`src/rtl/pkit_ram.sv`:
```
// ----------------------------------------------------------------------------
// pkit_ram: generic single-port ram
// one write or one read per cycle, read data registered
// ----------------------------------------------------------------------------
`default_nettype none
module pkit_ram #(
   parameter int WIDTH = 8,
   parameter int DEPTH = 16
) (
   input  wire logic                     clock,
   input  wire logic                     wr_en,
   input  wire logic [$clog2(DEPTH)-1:0] addr,
   input  wire logic [WIDTH-1:0]         wr_data,
   output logic      [WIDTH-1:0]         rd_data
);
   logic [WIDTH-1:0] mem [DEPTH];

   // storage and registered read
   always_ff @(posedge clock) begin
      if (wr_en) begin
         mem[addr] <= wr_data;
      end
      rd_data <= mem[addr];
   end
endmodule
`default_nettype wire

```
`config.mk`:
```
export PLATFORM = sky130hd
export DESIGN_NAME = pkit_ram
export DESIGN_NICKNAME = d
export VERILOG_FILES = /design/src/rtl/pkit_ram.sv
export SDC_FILE = /design/constraint.sdc
export NUM_CORES = 1
export LEC_CHECK = 0
export ABC_AREA = 0
export BUFFER_PORTS_ARGS = -buffer_cell sky130_fd_sc_hd__buf_2
export CAP_MARGIN = 20
export CORE_MARGIN = 5
export CORE_UTILIZATION = 60
export DETAILED_ROUTE_END_ITERATION = 16
export PLACE_DENSITY = 0.78
export SLEW_MARGIN = 5
export SYNTH_ARGS = -nofsm -noshare
export SYNTH_HDL_FRONTEND = slang
export SYNTH_SLANG_ARGS = --single-unit
```
`constraint.sdc`:
```
create_clock -name clock -period 1.8 [get_ports clock]
set_input_delay 0.09 -clock clock [delete_from_list [all_inputs] [get_ports clock]]
set_output_delay 0.09 -clock clock [all_outputs]
set_load 0.05 [all_outputs]
```
==> results.ini <==
[clock_network]
ctsHtreeMaxLevel = 4
clk_path_buf_depth = 2
clockRootBuffer = clkbuf_8
cts_buffers = 17
ctsResizeCount = 0
path_clk_slew_ps = 60
cts_setup_buffers = 0
clock_sinks = 136
cts_tree = done
clk_latency_ps = 510
ctsHoldBuffers = 8

[sta]
max_freq_ghz = 0.7668
hold_ws_ps = 230.6
setup_viol = 0
maxSlewHeadroom_pct = 59.77
fin_crit_sh_pct = 72.45
setup_tns_ps = 0
rsz0062_at_grt = no
finalMaxSlewViolations = 0
tightestPinTransition_ps = 602.3
hold_violations = 0
finClkSkew_ps = 9.973
finalWorstSetupSlack_ps = 495.9
fin_crit_ps = 1304

[run]
cap_violations = 0

[setup_path]
crit_chain = mux4_2 -> a22oi_1 -> nand2_1
worstPathArrival_ps = 1710
worstSetupEndpointType = flop
critPathKind = reg -> reg
crit_start = mem[3][7]
r2r_start = mem[3][7]
crit_path_start_kind = flop
path_max_fanout = 1
critical-path-slowest-cell = mux4_2
critPathMaxStageDelay_ps = 480
required_ps = 2200

[global_route]
grt_usage_pct = 19.52
grt_pass1_vias = 2535
antenna_found_initial = 0
grt_pass1_wl_microns = 14240
grt_max_degree = 22
grt_overflow = 0

[power]
p_per_area_mw_per_mm2 = 1242
max-vdd-ir-drop_uv = 793.9
p_total_uw = 7641
p_leak_uw = 0.002067

[detailed_routing]
first_pass_iters = 6
dr_total_vias = 2436
wl_per_cell_microns = 22.31
route.antenna.remaining_nets = 0
drt_wl_total_microns = 9036
drcViolationCount = 0
viasPerCell = 6.015
drtIter0Drc = 163

[placed_design]
hpwl_microns = 5857
numPortBuffers = 21
dp_slack_ps = 346.7
dp_cells = 365
routabilityCongestion = 0.7555

[layout]
final_common_cell = edfxtp_1
area_growth_pct = 21.36
nets = 301
fin_cells = 405
final_cell_mix = edfxtp_1, mux4_2, buf_2, buf_4
antennaDiodeCount = 0
drive_above_1_share_pct = 35.33

[logic_synthesis]
syn-cell-area_sq_mm = 0.005067
synthDistinctLibCells = 18
synth_seq_area_share_pct = 79.01
yosys_warnings = 0
ys_seq_elements = 136
synthesis.instances = 230
avgSynthCellArea_sq_um = 22.03
syn-num-nets = 244

[die]
initial_utilization_pct = 61.67
die_h_microns = 101.9
die-width_microns = 101.9
row_count = 33
num_io_pins = 22
design.core.area_sq_mm = 0.008217
dieArea_sq_mm = 0.01038

[outcome]
status = finished, final reports clean

[hold_path]
hold_path.startpoint = addr[3]
hold_path_class = in -> reg

## flip-flops by register name, summed over array words and instances (netlist names)
| signal | count |
|---|---|
| mem | 128 |
| rd_data | 8 |
## path summary, 6_finish.rpt
path	to	slack [ps]	cells after the start
setup / recovery	rd_data[7]	500	3
hold / removal	rd_data[2]	230	4
setup reg to reg	rd_data[7]	500	3
hold reg to reg	rd_data[4]	670	3
## power by group
group / internal, uW / leakage (uW) / switching, uW
combinational: 158 / 0.000546 / 254
sequential: 3540 / 0.00122 / 22.4
clock: 2390 / 0.000297 / 1270
total: 6090 / 0.00207 / 1550
## routing by layer
layer | global-route usage (%) | vias up | share of wire, %
met4 | 6.660 | 0 | 0.98
met1 | 25.62 | 1259 | 41
li1 | - | 1075 | -
met2 | 31.89 | 90 | 53
met5 | 0 | - | 0
met3 | 5.666 | 12 | 4.8
## through the flow
stage	util (%)	cell area [sq um]
after CTS	74.84	6150
after detailed placement	66.10	5431
after global routing	74.84	6150
after floorplan	-	5067
final	74.84	6150
after global placement	66.10	5431
## worst max-delay path, delay by kind of cell (launching register included)
family	cells	cell delay, ps
AOI/OAI and AO/OA	1	260
and+or+nand+nor	1	80
DFF	1	380
muxes	1	480
## synth_stat cells, drive strengths merged
master	count	share of area, %
nand2	9	0.67
nor2b	2	0.25
nand2b	2	0.25
mux4	32	14
nand3b	2	0.30
nor2	13	0.96
clkbuf	3	0.25
and2	1	0.12
dfxtp	8	3.2
buf	8	0.94
edfxtp	128	76
nor3	4	0.40
nand3	1	0.099
a22oi	16	2.4
or3b	1	0.17
## cells by family after synthesis
logic type,share of synthesized area [%]
DFF,79.01
and+or+nand+nor,3.210
muxes,14.22
AOI/OAI and AO/OA,2.370
buffers and inverters,1.185
## layout make-up
| type | count | area (sq um) |
|---|---|---|
| clock buffer | 17 | 414.1 |
| clock inverter | 15 | 224.0 |
| fill | 418 | 2067 |
| multi-input combinational | 83 | 1003 |
| sequential | 136 | 4004 |
| tap | 105 | 131.4 |
| timing repair buffer | 49 | 372.9 |
Note: power is estimated with default switching activity, not from simulation.
